===== config.mk =====
export PLATFORM = sky130hd
export DESIGN_NAME = lpkt_ctrl
export DESIGN_NICKNAME = d
export VERILOG_FILES = /design/src/hdl/lpkt_pkg.sv /design/src/hdl/lpkt_ctrl.sv
export SDC_FILE = /design/constraint.sdc
export NUM_CORES = 1
export LEC_CHECK = 0
export ABC_CLOCK_PERIOD_IN_PS = 1850
export BUFFER_PORTS_ARGS = -buffer_cell sky130_fd_sc_hd__clkbuf_2
export CAP_MARGIN = 0
export CELL_PAD_IN_SITES_DETAIL_PLACEMENT = 1
export CELL_PAD_IN_SITES_GLOBAL_PLACEMENT = 1
export CORE_AREA = 2 2 39 41
export CTS_CLUSTER_SIZE = 10
export DETAILED_ROUTE_END_ITERATION = 7
export DIE_AREA = 0 0 41 43
export PLACE_DENSITY = 0.64
export SETUP_SLACK_MARGIN = 0.05
export SYNTH_ARGS = -nofsm -noshare
export SYNTH_HDL_FRONTEND = slang
export SYNTH_SLANG_ARGS = --single-unit
export TNS_END_PERCENT = 1

===== constraint.sdc =====
create_clock -name clock -period 1.85 [get_ports clock]
set_input_delay 0.37 -clock clock [delete_from_list [all_inputs] [get_ports clock]]
set_output_delay 0.37 -clock clock [all_outputs]
set_load 0.05 [all_outputs]

===== src/hdl/lpkt_pkg.sv =====
// lpkt_pkg: shared widths, operation and status codes, and the controller/datapath
// command and status structs of the linear probe key table
// no dependencies
`default_nettype none

package lpkt_pkg;

   localparam int OP_W     = 2;
   localparam int KEY_W    = 32;
   localparam int ST_W     = 2;
   localparam int SLOT_W   = 10;
   localparam int TS_W     = 11;
   localparam int DIV_BITS = 4;

   localparam logic [TS_W-1:0] TS_RST = 11'd1021;

   localparam logic [OP_W-1:0] OP_INSERT = 2'd0;
   localparam logic [OP_W-1:0] OP_LOOKUP = 2'd1;
   localparam logic [OP_W-1:0] OP_DELETE = 2'd2;

   localparam logic [ST_W-1:0] ST_OK        = 2'd0;
   localparam logic [ST_W-1:0] ST_NOT_FOUND = 2'd1;
   localparam logic [ST_W-1:0] ST_FULL      = 2'd2;

   typedef struct packed {
      logic clear;
      logic start;
      logic div_step;
      logic probe_init;
      logic probe_run;
      logic record_trivial;
      logic record_probe;
      logic load_rsp;
   } lpkt_cmd_type;

   typedef struct packed {
      logic clear_last;
      logic trivial;
      logic div_last;
      logic hit;
      logic miss;
      logic rsp_free;
   } lpkt_stat_type;

endpackage

`default_nettype wire


===== src/hdl/lpkt_ctrl.sv =====
// lpkt_ctrl: sequencing state machine for clear, home slot, probe and response
// depends on lpkt_pkg
`default_nettype none

module lpkt_ctrl
   import lpkt_pkg::*;
(
   input  wire logic          clock,
   input  wire logic          reset,
   input  wire logic          req_valid,
   output logic               req_ready,
   input  wire lpkt_stat_type stat,
   output lpkt_cmd_type       cmd
);

   localparam logic [2:0] S_CLEAR  = 3'd0;
   localparam logic [2:0] S_IDLE   = 3'd1;
   localparam logic [2:0] S_DIV    = 3'd2;
   localparam logic [2:0] S_PSTART = 3'd3;
   localparam logic [2:0] S_PROBE  = 3'd4;
   localparam logic [2:0] S_FINISH = 3'd5;

   logic [2:0] state_ff, state_in;

   always_comb begin
      state_in  = state_ff;
      cmd       = '0;
      req_ready = 1'b0;
      case (state_ff)
         S_CLEAR: begin
            cmd.clear = 1'b1;
            if (stat.clear_last) begin
               state_in = S_IDLE;
            end
         end
         S_IDLE: begin
            req_ready = 1'b1;
            if (req_valid) begin
               cmd.start = 1'b1;
               state_in  = S_DIV;
            end
         end
         S_DIV: begin
            if (stat.trivial) begin
               cmd.record_trivial = 1'b1;
               state_in           = S_FINISH;
            end else begin
               cmd.div_step = 1'b1;
               if (stat.div_last) begin
                  state_in = S_PSTART;
               end
            end
         end
         S_PSTART: begin
            cmd.probe_init = 1'b1;
            state_in       = S_PROBE;
         end
         S_PROBE: begin
            cmd.probe_run = 1'b1;
            if (stat.hit || stat.miss) begin
               cmd.record_probe = 1'b1;
               state_in         = S_FINISH;
            end
         end
         S_FINISH: begin
            if (stat.rsp_free) begin
               cmd.load_rsp = 1'b1;
               state_in     = S_IDLE;
            end
         end
         default: begin
            state_in = S_IDLE;
         end
      endcase
   end

   always_ff @(posedge clock) begin
      if (reset) begin
         state_ff <= S_CLEAR;
      end else begin
         state_ff <= state_in;
      end
   end

endmodule

`default_nettype wire


==> results.toml <==
[power]
p_leak_nw = 0.1723
peakVddDrop_mv = 0.2428
power_density_nw_per_um2 = 831.8
p_total_mw = 0.3039

[grt]
grt_overflow = 0
first_global_vias = 285
grt_max_degree = 10
grtUsageTotal_pct = 10.34
antenna_found_initial = 0
grt_pass1_wl_um = 1117

[timing]
hold_viol = 0
min_period_ps = 1768
rsz0062_at_grt = "true"
drv_slew = 0
fin_skew_ps = 4.143
tightest_slew_ps = 480.7
layout_setup_ws_ps = 82.36
fmax_mhz = 565.7
slew_headroom_pct = 67.12
post-route-period-util_pct = 95.55
setup_viol = 0

[floorplan]
rows = 14
die-area_um2 = 1763
die_y_um = 43
core_um2 = 1384
initial_utilization_pct = 16.18
pin_count = 18
die_width_um = 41

[synth]
synthArstFlopShare_pct = 0
syn_nets = 40
synth-seq-area-share_pct = 26.82
synth_edf_count = 0
syn_inst = 31
synth_ff_type = "dfxtp_1"
synth_area_um2 = 224.0
synth.area.top_cells = "dfxtp_1 (27%), nor2_1 (8.4%), a211o_1 (7.8%), o21a_1 (6.7%), and2_1 (5.6%)"
synth.distinct_cells = 18
yosysWarnings = 0
ys_seq_elements = 3
yosysMostFrequentCell = "nor2_1"
synthTopCellsByCount = "nor2_1 (5), dfxtp_1 (3)"
yosys.area.top_type = "dfxtp_1"
yosysTopAreaCellShare_pct = 26.82
syn_area_per_cell_um2 = 7.225

[drt]
drtIter0Drc = 2
detail_route.vias_per_cell = 4.657
wl_per_cell_um = 10.70
route.detailed.drc = 0
via_count = 312
drtAntennaViolNets = 0
first_pass_iters = 2
routed_wl_um = 717

[layout]
largest_reg_flops = 3
syn_to_final_growth_pct = 63.13
drive_gt1_share_pct = 45.10
nNetsFinal = 61
fill_cells = 188
regMostFlops = "state_ff"
reg_top3 = "state_ff x3"
num_antenna_cells = 0

[placed_design]
dp_hpwl_um = 566.1
dp_slack_ps = 277.8
numPortBuffers = 17
gp_congestion = 0.7299

[critical_path]
critPathBufInv = 1
cp.arrival_ps = 1400
path_delay_family = "flip-flops"
critPathSlowestCell = "dfxtp_1"
cp.required_ps = 1480
crit_fanout = 8
start_kind = "flop"
crit_type = "reg2out"
worstPathCellList = "and2b_1 -> and3_1 -> clkbuf_2"
end_kind = "output port"
slowest_delay_ps = 490

[clock_tree]
clockBufferDepth = 2
htree_levels = 1
clock-sinks = 3
cts_root_buf = "clkbuf_4"
cts_hold_buf = 0
clk_latency_ps = 240
clk_pin_slew_ps = 40
cts_inserted_buffers = 3
cts_tree = "done"
postCtsSetupBuffers = 0

[run]
drv_cap = 0

[outcome]
status = "finished, final reports clean"

[worst_hold_path]
hold_class = "in2reg"
-- path summary, 6_finish.rpt --
| check | start | to | slack (ps) | depth (start not counted) |
|---|---|---|---|---|
| hold / removal | reset | state_ff[2] | 320 | 2 |
| setup reg to reg | state_ff[2] | state_ff[0] | 640 | 3 |
| hold reg to reg | state_ff[2] | state_ff[1] | 500 | 1 |
| setup / recovery | state_ff[1] | cmd[2] | 80 | 3 |
-- power breakdown --
group / switching, mW / internal (mW)
Combinational: 0.0714 / 0.0295
Sequential: 0.0130 / 0.0706
Clock: 0.0384 / 0.0811
-- cell families after synthesis --
family / Yosys count / synth area share [%]
AOI/OAI and AO/OA: 10 / 32.96
buffers and inverters: 3 / 5.586
and+or+nand+nor: 15 / 34.64
DFF: 3 / 26.82
-- through the flow --
stage,TNS (ps),hold WS (ps),cells,utilization (%),area [µm²]
3_3_place_gp,0,567.5,63,24.23,335.3
4_1_cts,0,319.4,67,26.31,364.1
5_1_grt,0,319.8,67,26.40,365.4
6_report,0,324.1,67,26.40,365.4
3_5_place_dp,0,574.0,63,24.23,335.3
2_1_floorplan,-24.95,439.1,31,-,235.2
-- routing by layer --
layer	track usage (%)	vias to the layer above	share of wire, %
met5	0	-	0
met4	8.000	0	1.4
met3	7.853	2	9.9
met2	14.06	15	47
met1	9.968	145	42
li1	-	150	-
-- worst reg2reg max path, delay by kind of cell, from the launching register on --
| kind | cells | cell delay [ps] |
|---|---|---|
| AOI/OAI and AO/OA | 2 | 580 |
| buffers and inverters | 1 | 110 |
| DFF | 1 | 390 |
-- timing repair --
action,4_1_cts,5_1_grt
resized for setup,1,1
endpoints found under the setup margin,1,4
hold endpoints to repair,0,0
pin swaps,0,0
-- layout by cell type (no fill, tap or decap) --
master and instances:
nor3_4 1, a2111oi_0 1, clkbuf_1 1, clkbuf_4 4, and2b_1 1, nor3_1 1
o21ai_0 2, and3_1 1, nor2_1 5, a211oi_1 1, clkbuf_2 16, dfxtp_1 2
o21a_1 2, and2_1 2, nand2b_2 1, a211o_1 2, nand2_1 2, dfxtp_2 1
nand2b_1 1, a2111oi_1 1, a21oi_1 1, inv_1 2
-- area by class of cell --
| type | count | area, µm² | area share, % |
|---|---|---|---|
| inverter | 2 | 7.507 | 2.055 |
| multi-input combinational | 25 | 162.7 | 44.52 |
| tap | 16 | 20.02 | 5.479 |
| sequential | 3 | 61.31 | 16.78 |
| timing repair buffer | 17 | 87.58 | 23.97 |
| clock buffer | 4 | 26.28 | 7.192 |
Power figures use the tool's default switching activity.
